==> config.mk <==
export PLATFORM = sky130hd
export DESIGN_NAME = square_tone_channel_core
export DESIGN_NICKNAME = d
export VERILOG_FILES = /design/src/hw/rtl/stc_pkg.sv /design/src/hw/rtl/stc_in_stage.sv /design/src/hw/rtl/stc_voice.sv /design/src/hw/rtl/square_tone_channel_core.sv
export VERILOG_INCLUDE_DIRS = /design/src /design/src/hw/rtl
export SDC_FILE = /design/constraint.sdc
export NUM_CORES = 1
export LEC_CHECK = 0
export ABC_AREA = 1
export BUFFER_PORTS_ARGS = -buffer_cell sky130_fd_sc_hd__buf_4
export CORE_MARGIN = 10
export CORE_UTILIZATION = 60
export DETAILED_ROUTE_END_ITERATION = 8
export PLACE_DENSITY_LB_ADDON = 0.12
export REMOVE_ABC_BUFFERS = 1
export SETUP_SLACK_MARGIN = 0.3
export SLEW_MARGIN = 20
export SYNTH_ARGS = -nofsm -noshare
export SYNTH_HDL_FRONTEND = slang
export SYNTH_SLANG_ARGS = --single-unit
export TNS_END_PERCENT = 5
==> constraint.sdc <==
create_clock -name clk_i -period 3.67 [get_ports clk_i]
set_input_delay 0.734 -clock clk_i [delete_from_list [all_inputs] [get_ports clk_i]]
set_output_delay 0.734 -clock clk_i [all_outputs]
set_load 0.02 [all_outputs]
==> src/hw/rtl/assert_macros.svh <==
// ----------------------------------------------------------------------------
// Assertion macros
// Shared concurrent assertion wrappers for the tone channel RTL.
// ----------------------------------------------------------------------------
`ifndef ASSERT_MACROS_SVH
`define ASSERT_MACROS_SVH
`ifndef NO_ASSERTIONS
// Checked only while the reset is released.
`define STC_ASSERT(lbl, clk, rstn, prop) \
  lbl: assert property (@(posedge clk) disable iff (!rstn) prop) \
    else $error("assertion failed");
// Checked at every clock edge, during reset too.
`define STC_ASSERT_ALWAYS(lbl, clk, prop) \
  lbl: assert property (@(posedge clk) prop) \
    else $error("assertion failed");
`else
`define STC_ASSERT(lbl, clk, rstn, prop)
`define STC_ASSERT_ALWAYS(lbl, clk, prop)
`endif
`endif

==> src/hw/rtl/stc_pkg.sv <==
// ----------------------------------------------------------------------------
// stc_pkg
// Types, constants and the note period table of the square tone channel.
// ----------------------------------------------------------------------------
`default_nettype none

package stc_pkg;

  // Number of notes that a play transaction may select.
  localparam int NoteCount = 48;
  // Entries actually stored in the period table.
  localparam int TableSize = 48;

  // The length counter steps when the low bits of the prescaler are zero.
  localparam logic [7:0] LengthMask = 8'h3F;

  typedef enum logic {
    FuncTick = 1'b0,
    FuncPlay = 1'b1
  } func_e;

  typedef struct packed {
    func_e            func;
    logic [5:0]       note;
    logic [7:0]       volume;
    logic [7:0]       duration;
    logic signed [7:0] env_step;
    logic signed [7:0] sweep_step;
  } item_t;

  // Period in ticks for each note: 15000 / frequency, truncated, from the
  // lowest C upward in semitones.
  localparam logic [7:0] NotePeriods [TableSize] = '{
    8'd229, 8'd216, 8'd204, 8'd192, 8'd182, 8'd171, 8'd162, 8'd153,
    8'd144, 8'd136, 8'd128, 8'd121, 8'd114, 8'd108, 8'd102, 8'd96,
    8'd91,  8'd85,  8'd81,  8'd76,  8'd72,  8'd68,  8'd64,  8'd60,
    8'd57,  8'd54,  8'd51,  8'd48,  8'd45,  8'd42,  8'd40,  8'd38,
    8'd36,  8'd34,  8'd32,  8'd30,  8'd28,  8'd27,  8'd25,  8'd24,
    8'd22,  8'd21,  8'd20,  8'd19,  8'd18,  8'd17,  8'd16,  8'd15
  };

  // Notes outside the table give period zero, which keeps the tone silent.
  function automatic logic [7:0] note_period(input logic [5:0] idx);
    logic [7:0] result;
    if ((int'(idx) < NoteCount) && (int'(idx) < TableSize)) begin
      result = NotePeriods[idx];
    end else begin
      result = 8'd0;
    end
    return result;
  endfunction

endpackage

`default_nettype wire

==> src/hw/rtl/stc_in_stage.sv <==
// ----------------------------------------------------------------------------
// stc_in_stage
// Input register that holds one accepted transaction until it is processed.
// ----------------------------------------------------------------------------
`default_nettype none

module stc_in_stage
  import stc_pkg::*;
(
  input  wire logic  clk_i,
  input  wire logic  rst_ni,
  input  wire logic  valid_i,
  output logic       ready_o,
  input  wire item_t item_i,
  input  wire logic  take_i,
  output logic       valid_o,
  output item_t      item_o
);

  logic  valid_q, valid_d;
  item_t item_q;

  // A new transaction may enter when the register is empty or drains now.
  assign ready_o = !valid_q || take_i;
  assign valid_d = ready_o ? valid_i : valid_q;

  always_ff @(posedge clk_i or negedge rst_ni) begin
    if (!rst_ni) begin
      valid_q <= 1'b0;
    end else begin
      valid_q <= valid_d;
    end
  end

  always_ff @(posedge clk_i) begin
    if (valid_i && ready_o) begin
      item_q <= item_i;
    end
  end

  assign valid_o = valid_q;
  assign item_o  = item_q;

endmodule

`default_nettype wire

==> src/hw/rtl/stc_voice.sv <==
// ----------------------------------------------------------------------------
// stc_voice
// Channel state and the tick and play update.
// ----------------------------------------------------------------------------
`default_nettype none

module stc_voice
  import stc_pkg::*;
(
  input  wire logic  clk_i,
  input  wire logic  rst_ni,
  input  wire logic  step_i,
  input  wire item_t item_i,
  output logic [7:0] level_o
);

  logic [7:0] phase_q, phase_d;
  logic [7:0] period_q, period_d;
  logic [7:0] level_now_q, level_now_d;
  logic [7:0] remaining_q, remaining_d;
  logic [7:0] env_now_q, env_now_d;
  logic [7:0] sweep_now_q, sweep_now_d;
  logic [7:0] prescaler_q, prescaler_d;

  logic [7:0] phase_inc;
  logic [7:0] phase_tick;
  logic [7:0] presc_tick;
  logic [7:0] remaining_tick;

  // Tick datapath, evaluated every cycle and used only on a tick.
  always_comb begin
    phase_inc  = phase_q + 8'd1;
    phase_tick = (phase_inc > period_q) ? 8'd0 : phase_inc;
    level_o    = ((phase_tick > (period_q >> 1)) && (remaining_q != 8'd0))
                 ? level_now_q : 8'd0;
    presc_tick = prescaler_q - 8'd1;
    remaining_tick = remaining_q;
    if (((presc_tick & LengthMask) == 8'd0) && (remaining_q != 8'd0)) begin
      remaining_tick = remaining_q - 8'd1;
    end
  end

  always_comb begin
    phase_d     = phase_q;
    period_d    = period_q;
    level_now_d = level_now_q;
    remaining_d = remaining_q;
    env_now_d   = env_now_q;
    sweep_now_d = sweep_now_q;
    prescaler_d = prescaler_q;
    if (step_i) begin
      case (item_i.func)
        FuncPlay: begin
          period_d    = note_period(item_i.note);
          level_now_d = item_i.volume;
          remaining_d = item_i.duration;
          env_now_d   = unsigned'(item_i.env_step);
          sweep_now_d = unsigned'(item_i.sweep_step);
        end
        default: begin
          phase_d     = phase_tick;
          prescaler_d = presc_tick;
          remaining_d = remaining_tick;
          if (presc_tick == 8'd0) begin
            if (remaining_tick != 8'd0) begin
              level_now_d = level_now_q + env_now_q;
            end
            period_d = period_q + sweep_now_q;
          end
        end
      endcase
    end
  end

  always_ff @(posedge clk_i or negedge rst_ni) begin
    if (!rst_ni) begin
      phase_q     <= 8'd0;
      period_q    <= 8'd0;
      level_now_q <= 8'd0;
      remaining_q <= 8'd0;
      env_now_q   <= 8'd0;
      sweep_now_q <= 8'd0;
      prescaler_q <= 8'd0;
    end else begin
      phase_q     <= phase_d;
      period_q    <= period_d;
      level_now_q <= level_now_d;
      remaining_q <= remaining_d;
      env_now_q   <= env_now_d;
      sweep_now_q <= sweep_now_d;
      prescaler_q <= prescaler_d;
    end
  end

endmodule

`default_nettype wire

==> src/hw/rtl/square_tone_channel_core.sv <==
// ----------------------------------------------------------------------------
// square_tone_channel_core
// One-voice square-wave tone channel with length counter, envelope and sweep.
// ----------------------------------------------------------------------------
// Path: a tick transaction accepted into the input register moves into the
//   result register, which shows its level on the output, as soon as the
//   result register is free.
// Throughput: one transaction per cycle, ticks and plays alike, while the result
//   register is free or drained; channel state is updated from the input register.
// Reset: rst_ni clears all channel state and empties the input register and
//   the result register at once; the block accepts transactions right after
//   release.
`default_nettype none
`include "assert_macros.svh"

module square_tone_channel_core
  import stc_pkg::*;
(
  input  wire logic              clk_i,
  input  wire logic              rst_ni,
  input  wire logic              in_valid_i,
  output logic                   in_ready_o,
  input  wire logic              func_i,
  input  wire logic [5:0]        note_i,
  input  wire logic [7:0]        volume_i,
  input  wire logic [7:0]        duration_i,
  input  wire logic signed [7:0] env_step_i,
  input  wire logic signed [7:0] sweep_step_i,
  output logic                   out_valid_o,
  input  wire logic              out_ready_i,
  output logic [7:0]             level_o
);

  item_t      in_item;
  item_t      stage_item;
  logic       stage_valid;
  logic       advance;
  logic       tick_done;
  logic [7:0] level_calc;

  logic       out_valid_q, out_valid_d;
  logic [7:0] level_q;

  // Pack the incoming fields into one transaction record.
  always_comb begin
    in_item.func       = func_e'(func_i);
    in_item.note       = note_i;
    in_item.volume     = volume_i;
    in_item.duration   = duration_i;
    in_item.env_step   = env_step_i;
    in_item.sweep_step = sweep_step_i;
  end

  // The input register decouples the input handshake from the state update,
  // so a new transaction can be taken while a result waits downstream.
  stc_in_stage u_in_stage (
    .clk_i   (clk_i),
    .rst_ni  (rst_ni),
    .valid_i (in_valid_i),
    .ready_o (in_ready_o),
    .item_i  (in_item),
    .take_i  (advance),
    .valid_o (stage_valid),
    .item_o  (stage_item)
  );

  // A play never produces a result, so it may always proceed. A tick needs
  // the result register to be empty or emptied in this same cycle.
  assign advance = stage_valid &&
                   ((stage_item.func == FuncPlay) || !out_valid_q || out_ready_i);
  assign tick_done = advance && (stage_item.func == FuncTick);

  // All channel state lives here and changes once per processed transaction.
  stc_voice u_voice (
    .clk_i   (clk_i),
    .rst_ni  (rst_ni),
    .step_i  (advance),
    .item_i  (stage_item),
    .level_o (level_calc)
  );

  // Result register: filled by a tick, drained by the output handshake.
  always_comb begin
    out_valid_d = out_valid_q;
    if (tick_done) begin
      out_valid_d = 1'b1;
    end else if (out_ready_i) begin
      out_valid_d = 1'b0;
    end
  end

  always_ff @(posedge clk_i or negedge rst_ni) begin
    if (!rst_ni) begin
      out_valid_q <= 1'b0;
    end else begin
      out_valid_q <= out_valid_d;
    end
  end

  always_ff @(posedge clk_i) begin
    if (tick_done) begin
      level_q <= level_calc;
    end
  end

  assign out_valid_o = out_valid_q;
  assign level_o     = level_q;

  // Every processed tick leaves a result behind.
  `STC_ASSERT(a_tick_gives_result, clk_i, rst_ni, tick_done |=> out_valid_o)
  // A play leaves the result register as the output handshake left it.
  `STC_ASSERT(a_play_no_result, clk_i, rst_ni,
    (advance && !tick_done) |=> (out_valid_o == $past(out_valid_o && !out_ready_i)))
  // A stalled input means a transaction is waiting in the input register.
  `STC_ASSERT(a_stall_has_item, clk_i, rst_ni, !in_ready_o |-> stage_valid)
  // A tick never overwrites a result that is not being taken.
  `STC_ASSERT(a_no_overwrite, clk_i, rst_ni, tick_done |-> (!out_valid_q || out_ready_i))
  // Reset empties the result register.
  `STC_ASSERT_ALWAYS(a_reset_empty, clk_i, !rst_ni |-> !out_valid_o)

endmodule

`default_nettype wire
# Word-level counts from Yosys, hierarchy flattened
# Memory sizes are Yosys's and may differ from the RTL's.
# Cells that the tools add are included.
# word_totals
ff_bits	105
rom_bits	512
elab_cells	62
out_inout_bits	10
in_bits	43
n_memories	1
# memory_table
memory	depth	word_bits	read_ports	rd_clocked_by_memory_dff	write_ports	line	rtl
(name not given)	64	8	1	0	0	stc_pkg.sv:46	result = NotePeriods[idx];
# classes
n_lt_le_gt_ge	4
addsub	5
muxes	13
reduce_logical	21
n_bitwise	2
# op_table
op	n
$mux W8	11
$add A8 B8 Y8	2
$logic_not A8 Y1	2
$reduce_bool A8 Y1	2
$sub A8 B1 Y8 const B	2
$add A8 B1 Y8 const B	1
$gt A8 B7 Y1	1
$gt A8 B8 Y1	1
$ge A7 B7 Y1 const B	1
$not A6 Y7	1
$lt A6 B6 Y1 const B	1
$reduce_and A2 Y1	3
$reduce_bool A2 Y1	3
$logic_and A1 B1 Y1	5
$logic_or A1 B1 Y1	3
$reduce_and A3 Y1	1
$logic_not A1 Y1	2
$mux W1	2
$not A1 Y1	1

# Longest topological paths before layout
# Gate-level depths: netlist of run 1.
# logic_depth
depth_word	8
mapped_depth	24
depth_no_buf	24

# By module
# From an unflattened synthesis of run 1, not the netlist that was laid out.
# hier_totals
cells_unflattened	697
hier_area_um2	5973.2
# modules_own_cells
module	seq_area_each_um2	n_inst	area_each_um2	cells_each
stc_voice	1401.3	1	4450.5	633
stc_in_stage	1196.1	1	1216.2	45
square_tone_channel_core	265.3	1	306.5	19

# Worst setup path before layout of run 1
# Ideal clock, no wire load.
# synth_timing
path_type	in2reg
start	input in_valid_i
end	register u_in_stage.item_q (netlist bit u_in_stage.item_o[0]), enable pin
required_time_ns	3.211
setup_time_ns	0.459
slack_ns	0.440
t_arrival_ns	2.772
path_buffers	0
cell_stages	2
path_cell_list	inv_1 > a31oi_1
# synth_between
elab_chain_len	1
# synth_rtl
item	line	rtl
start, declared	square_tone_channel_core.sv:21	input wire logic in_valid_i,
$logic_and A1 B1 Y1	stc_in_stage.sv:36	if (valid_i && ready_o) begin
end signal, assigned	stc_in_stage.sv:37	item_q <= item_i;
end, declared	stc_in_stage.sv:21	item_t item_q;
# No other way between the ends.
# A chain may end at the register's enable or synchronous reset.

# Worst setup path after layout of run 1
# layout_timing
start	register u_voice.phase_q[0]
end	register level_q[0], in the netlist level_o[0] (data pin)
# layout_between
elab_chain_len	5
# layout_rtl
item	line	rtl
start, declared	stc_voice.sv:17	logic [7:0] phase_q, phase_d;
start signal, assigned	stc_voice.sv:85	phase_q <= phase_d;
$add A8 B1 Y8 *	stc_voice.sv:32	phase_inc = phase_q + 8'd1;
$gt A8 B8 Y1	stc_voice.sv:33	phase_tick = (phase_inc > period_q) ? 8'd0 : phase_inc;
$mux W8 *	stc_voice.sv:33	
net u_voice.phase_tick[5]	stc_voice.sv:26	logic [7:0] phase_tick;
$gt A8 B7 Y1 *	stc_voice.sv:34	level_o = ((phase_tick > (period_q >> 1)) && (remaining_q != 8'd0))
$logic_and A1 B1 Y1 *	stc_voice.sv:34	
end signal, assigned	square_tone_channel_core.sv:102	level_q <= level_calc;
end, declared	square_tone_channel_core.sv:42	logic [7:0] level_q;
# Mark *: on every way through the listed nets, which the timed path passes. The rest lies on a longest branch.

==> results of run 1 <==
[logic make-up after synthesis]
family / after synthesis / share of synthesized area, %
AND/OR/NAND/NOR: 317 / 23.89
AO/OA/AOI/OAI: 116 / 10.68
flip-flops: 105 / 47.91
buffers and inverters: 93 / 6.051
adder cells (fa/ha/maj): 41 / 8.836
XOR/XNOR: 18 / 2.638
[registers in the layout, indices dropped and copies added, names as in the netlist]
name / cells
u_voice.sweep_now_q: 8
out_valid_o: 1
u_voice.remaining_q: 8
u_in_stage.valid_o: 1
u_voice.phase_q: 8
u_voice.prescaler_q: 8
u_voice.env_now_q: 8
u_voice.level_now_q: 8
u_voice.period_q: 8
level_o: 8
u_in_stage.item_o: 39
[synth_stat cells (3+ instances only)]
cell        n
a21oi_1    26
a22oi_1     7
a31oi_1     7
clkbuf_1   12
clkinv_1    3
dfrtp_1    58
edfxtp_1   47
ha_1       39
inv_1      67
inv_2       8
nand2_1   201
nand2_2     7
nand2_4     4
nand3_1    24
nand4_1     9
nor2_1     49
nor2_4      5
o211ai_1    7
o21ai_0    64
xnor2_1     5
xor2_1     13
[per-layer routing]
metal / GRT usage (%) / wire length, um / up-vias
met4: 6.938 / 250 / 0
met5: 0 / 0 / -
met2: 31.26 / 6465 / 124
met3: 4.688 / 617 / 20
li1: - / - / 2412
met1: 25.01 / 5980 / 2267
[final timing paths]
path                            slack, ns  cells past startpoint                      to
worst max-delay path                 0.20                     21              level_o[0]
worst min-delay path                 0.39                      1  u_voice.prescaler_q[0]
worst max register to register       0.20                     21              level_o[0]
worst min register to register       0.45                      2  u_voice.sweep_now_q[5]
max in group asynchronous            2.77                      1  u_voice.sweep_now_q[2]
min in group clk_i                   0.45                      2  u_voice.sweep_now_q[5]
[worst max-delay path, stage by stage (launching register included)]
cell      delay (ns)
dfrtp_1         0.41
ha_2            0.22
nand2_4         0.06
nor2_4          0.13
nand2_2         0.08
xor2_2          0.16
inv_1           0.06
ha_1            0.29
nand2_2         0.08
nor2_4          0.13
nand2_1         0.07
o211ai_1        0.10
nand2_2         0.11
buf_6           0.14
nand2_1         0.07
inv_1           0.05
ha_1            0.31
nand2_1         0.09
nor4b_1         0.30
o21ai_1         0.12
nand2_2         0.16
nor2_1          0.07
[repair_timing]
| item | 4_1_cts | 5_1_grt |
|---|---|---|
| gates cloned | 0 | 0 |
| pin swaps | 12 | 18 |
| hold endpoints to repair | 0 | 0 |
| resized for setup | 13 | 23 |
| setup buffers | 4 | 2 |
| setup endpoints to repair | 8 | 8 |
[where the power goes]
group | internal, W | switching (W)
Combinational | 0.000788 | 0.00124
Sequential | 0.00147 | 0.000231
Clock | 0.000249 | 0.000407
[metrics by stage]
step / util, % / power, W / worst slack [ns] / TNS, ns / area (um^2)
4_1_cts: 69.43 / 0.004274 / 0.3007 / 0 / 6755
5_1_grt: 70.60 / 0.004774 / -0.05833 / -0.2904 / 6869
3_5_place_dp: 66.98 / 0.003564 / -0.04492 / -0.2642 / 6516
3_3_place_gp: 66.98 / 0.003478 / 0.2440 / 0 / 6516
2_1_floorplan: - / 0.003086 / 0.1934 / 0 / 5907
6_report: 70.60 / 0.004390 / 0.2018 / 0 / 6869
[layout make-up]
| cell class | count | area (um^2) | share of cell area, % |
|---|---|---|---|
| multi-input cells | 492 | 2897 | 42.17 |
| repair buffers | 63 | 476.7 | 6.940 |
| well taps | 133 | 166.4 | 2.423 |
| clock inverters | 6 | 43.79 | 0.6375 |
| flip-flops and latches | 105 | 2863 | 41.68 |
| inverters | 78 | 295.3 | 4.299 |
| clock buffers | 10 | 127.6 | 1.858 |
==> results_dict.tcl, run 1 <==
set metrics [dict create \
    synth_edf_count 47 \
    grt_pass1_vias 4741 \
    whs_ns 0.3948 \
    crit_path_end_kind "flip-flop" \
    area_delta_synth_final_pct 14.95 \
    synth.largest_area_cell "dfrtp_1" \
    gr-usage-all-layers_pct 19.41 \
    cts_made_buffers 9 \
    outcome "completed" \
    route.detailed.drc 0 \
    route.vias.total 4823 \
    setup-violations-final 0 \
    critPathLaunchType "flip-flop" \
    layout_commonest_cell "nand2_1" \
    worstPathRequired_ns 3.81 \
    drive_gt1_share_pct 18.30 \
    num_io_pins 53 \
    portBuffers 52 \
    drv_slew 0 \
    grt_max_degree 59 \
    worstSetupPathType "reg2reg" \
    via_per_inst 5.437 \
    crit_fanout 8 \
    min_period_over_period_pct 94.50 \
    ir_drop_mv 0.3911 \
    dp_hpwl_um 9893 \
    gp_congestion 0.9197 \
    gr-total-overflow 0 \
    post-synth-top-area-fraction_pct 24.29 \
    num_rows 36 \
    syn-instance-count 690 \
    mostFrequentLayoutCells "194 x nand2_1, 65 x inv_1, 62 x o21ai_0, 62 x buf_4, 58 x dfrtp_1" \
    avgSynthCellArea_um2 8.660 \
    clock_latency_ns 0.39 \
    cp-startpoint "u_voice.phase_q[0]" \
    antenna_found_initial 0 \
    clk_pin_slew_worst_paths_ns 0.10 \
    yosys-top-cells-area "dfrtp_1 24%, edfxtp_1 24%, nand2_1 13%, ha_1 8.2%, o21ai_0 5.4%" \
    final_antenna_net_count 0 \
    max_freq_ghz 0.2883 \
    nets 833 \
    fin_crit_ns 3.468 \
    n_fill_cell 739 \
    die-area_um2 14350 \
    cts_tree "yes" \
    wl_um 13310 \
    cts.hold.buffers_added 0 \
    die_h_um 119.8 \
    drtIter0Drc 372 \
    dpl.cell_count 865 \
    p_leak_nw 3.252 \
    synth_cell_types 40 \
    r2r-start "u_voice.phase_q[0]" \
    slew_headroom_pct 50.42 \
    drv_cap 0 \
    yosysWarnings 0 \
    synth-async-reset-ratio_pct 55.24 \
    rsz0062_at_grt "yes" \
    clk_path_buf_depth 2 \
    drtPass1Iterations 5 \
    avgRoutedWirePerCell_um 15.01 \
    synth_seq_area_share_pct 47.91 \
    initial_core_util_pct 61.42 \
    synth.cell_area_um2 5976 \
    finalHoldViolations 0 \
    antenna_cells 0 \
    ys_seq_elements 105 \
    min_path_type "in2async" \
    ys.flop_type "dfrtp_1" \
    cellPowerDensity_nw_per_um2 639.2 \
    finClkSkew_ns 0.01531 \
    grt_pass1_wl_um 22810 \
    cts_max_level 3 \
    core-area_um2 9729 \
    worstPathArrival_ns 3.61 \
    worst_pin_slew_ns 0.7437 \
    finalNonFillerCells 887 \
    die_w_um 119.8 \
    clock_sinks 105 \
    cts_root_buf "clkbuf_8" \
]
(Power assumes the default switching activity.)
==> run 2, diff against run 1 <==
ABC_AREA = unset   (was 1)
CELL_PAD_IN_SITES_DETAIL_PLACEMENT = 0   (was unset)
CELL_PAD_IN_SITES_GLOBAL_PLACEMENT = 1   (was unset)
CORE_UTILIZATION = 48   (was 60)
==> run 2 against run 1 <==
Against the previous run:
- clock skew down 0.0037 ns
- final cell count down 9.8%
- non-clock buffer count up 16
- clock power increased by 60%
- via count decreased by 7.7%
- global-route usage shrank 3.3 points
- fmax fell by 2.9%
- largest power group unchanged
- highest routed layer unchanged
==> results_dict.tcl, run 2 <==
set metrics [dict create \
    synth_cell_types 69 \
    worstPathArrival_ns 3.67 \
    wl_um 13920 \
    rsz0062_at_grt "yes" \
    grt_pass1_wl_um 23120 \
    critical-path-top-delay-family "compound AO/OA/AOI/OAI gates" \
    min_path_type "in2async" \
    largest_reg_flops 39 \
    final_antenna_net_count 0 \
    die-area_um2 17450 \
    rr_worst_depth 19 \
    setup-violations-final 0 \
    min_period_over_period_pct 97.35 \
    num_rows 40 \
    cts_tree "yes" \
    clk_pin_slew_worst_paths_ns 0.07 \
    r2r_slack_ns 0.1 \
    totalPowerFinal_w 0.004929 \
    cts.hold.buffers_added 0 \
    max_freq_ghz 0.2799 \
    yosysWarnings 0 \
    path_buf_inv 1 \
    clock_latency_ns 0.36 \
    crit_fanout 8 \
    mostFrequentLayoutCells "78 x buf_4, 58 x dfrtp_1, 47 x edfxtp_1, 42 x inv_1" \
    r2r-start "u_voice.phase_q[1]" \
    crit_chain "ha_2, nand3_2, nor2_4, xnor2_2, inv_2, ha_4, a21o_1, a21o_1, nor2_1, a21oi_2, nor2b_2, ha_1, nor2b_4, o21a_1, o21a_1, o21a_1, o21ai_2, a21o_4, a211oi_2" \
    drtPass1Iterations 4 \
    crit_path_end_kind "flip-flop" \
    critPathLaunchType "flip-flop" \
    finalHoldViolations 0 \
    whs_ns 0.4611 \
    gr-total-overflow 0 \
    rr_endpoint "level_o[7]" \
    dp_hpwl_um 9901 \
    fin_crit_ns 3.573 \
    drive_gt1_share_pct 26.90 \
    synth_commonest_cells "58 x dfrtp_1, 47 x edfxtp_1, 44 x inv_1" \
    slew_headroom_pct 44.93 \
    cellPowerDensity_nw_per_um2 679.0 \
    yosysMostFrequentCell "dfrtp_1" \
    route.detailed.drc 0 \
    antenna_found_initial 0 \
    cts_root_buf "clkbuf_16" \
    drv_cap 0 \
    synth.cell_area_um2 6030 \
    finalNonFillerCells 800 \
    portBuffers 52 \
    grt_max_degree 59 \
    worstSetupPathType "reg2reg" \
    synth.largest_area_cell "dfrtp_1" \
    grt_pass1_vias 4599 \
    worstPathRequired_ns 3.77 \
    via_per_inst 5.566 \
    synth_edf_count 47 \
    antenna_cells 0 \
    die_h_um 132.1 \
    area_delta_synth_final_pct 20.40 \
    avgRoutedWirePerCell_um 17.40 \
    cpPeakStageDelay_ns 0.40 \
    synth_seq_area_share_pct 47.48 \
    drv_slew 0 \
    ys_seq_elements 105 \
    die_w_um 132.1 \
    post-synth-top-area-fraction_pct 24.07 \
    gp_congestion 0.8908 \
    finClkSkew_ns 0.01160 \
    drtIter0Drc 303 \
    cts_made_buffers 9 \
    outcome "completed" \
    setup_ws_ns 0.09722 \
    crit_slowest_cell "dfrtp_1" \
    gr-usage-all-layers_pct 16.11 \
    syn-instance-count 563 \
    nets 711 \
    initial_core_util_pct 49.58 \
    synth-async-reset-ratio_pct 55.24 \
    avgSynthCellArea_um2 10.71 \
    ir_drop_mv 0.4516 \
    worst_pin_slew_ns 0.8261 \
    clock_sinks 105 \
    cpMostUsedCell "o21a_1" \
    dp_slack_ns -0.1811 \
    route.vias.total 4453 \
    num_io_pins 53 \
    layout_commonest_cell "buf_4" \
    cts_max_level 3 \
    yosys-top-cells-area "dfrtp_1 24%, edfxtp_1 23%, ha_1 8.1%, mux2_2 4.3%, inv_1 2.7%" \
    p_leak_nw 3.098 \
    clk_path_buf_depth 2 \
    core-area_um2 12160 \
    dpl.cell_count 778 \
    ys.flop_type "dfrtp_1" \
]
-- run 2: cell count changes after synthesis, sizes merged, moves of 11 or more --
cell and delta:
nand2 -178, nor2 -21, inv -31, mux2 +26, o21ai -31, a211oi +11, nand3 -15, mux2i +11
nor2b +12
-- run 2: logic make-up after synthesis --
| kind of cell | count (synthesis) | synth area share, % |
|---|---|---|
| fa+ha+maj | 41 | 8.757 |
| flops | 105 | 47.48 |
| compound gates | 141 | 16.44 |
| simple gates | 147 | 12.70 |
| mux | 38 | 7.242 |
| xor+xnor | 20 | 2.905 |
| buf+inv | 71 | 4.482 |
-- run 2: final cells by class --
type                    count  area (um^2)
multi-input cells         387         3092
flip-flops and latches    105         2863
well taps                 168        210.2
clock inverters             6        78.83
repair buffers             79        596.8
clock buffers              10        250.2
fillers                  1049         4902
inverters                  45        168.9
-- run 2: worst max path at each step --
stage	startpoint	to	slack, ns	depth (start not counted)
floorplan	u_voice.phase_q[0]	level_o[0]	-0.25	19
global placement	u_voice.phase_q[0]	level_o[7]	-0.04	19
detailed placement	u_voice.phase_q[0]	level_o[0]	-0.18	19
CTS	u_voice.phase_q[0]	level_o[0]	0.05	20
global route	u_voice.phase_q[1]	level_o[7]	-0.13	19
finish	u_voice.phase_q[1]	level_o[7]	0.1	19
-- run 2: power by group --
group          switching (W)  internal [W]  leakage [nW]
Sequential          0.000267       0.00149          1.16
Combinational        0.00108       0.00104          1.77
Clock               0.000467      0.000587         0.163
-- run 2: timing repair --
item | CTS | global route
gates cloned | 0 | 0
gates resized for setup | 19 | 22
pin swaps | 11 | 18
endpoints found under the setup margin | 8 | 8
buffers inserted | 6 | 0
endpoints found under the hold margin | 0 | 0
-- run 2: stage by stage --
stage,utilization [%],instance area (um^2),setup TNS (ns)
after floorplan,-,5928,-1.980
after global placement,54.99,6688,-0.3245
after detailed placement,54.99,6688,-1.384
after CTS,58.80,7151,0
after global routing,59.69,7259,-0.9233
final,59.69,7259,0
-- run 2: metal layers --
| metal | track usage (%) | wire (um) | vias to the layer above |
|---|---|---|---|
| met5 | 0 | 0 | - |
| met4 | 4.697 | 206 | 0 |
| met3 | 4.459 | 416 | 12 |
| met2 | 25.49 | 6608 | 65 |
| met1 | 20.98 | 6690 | 2204 |
| li1 | - | - | 2172 |
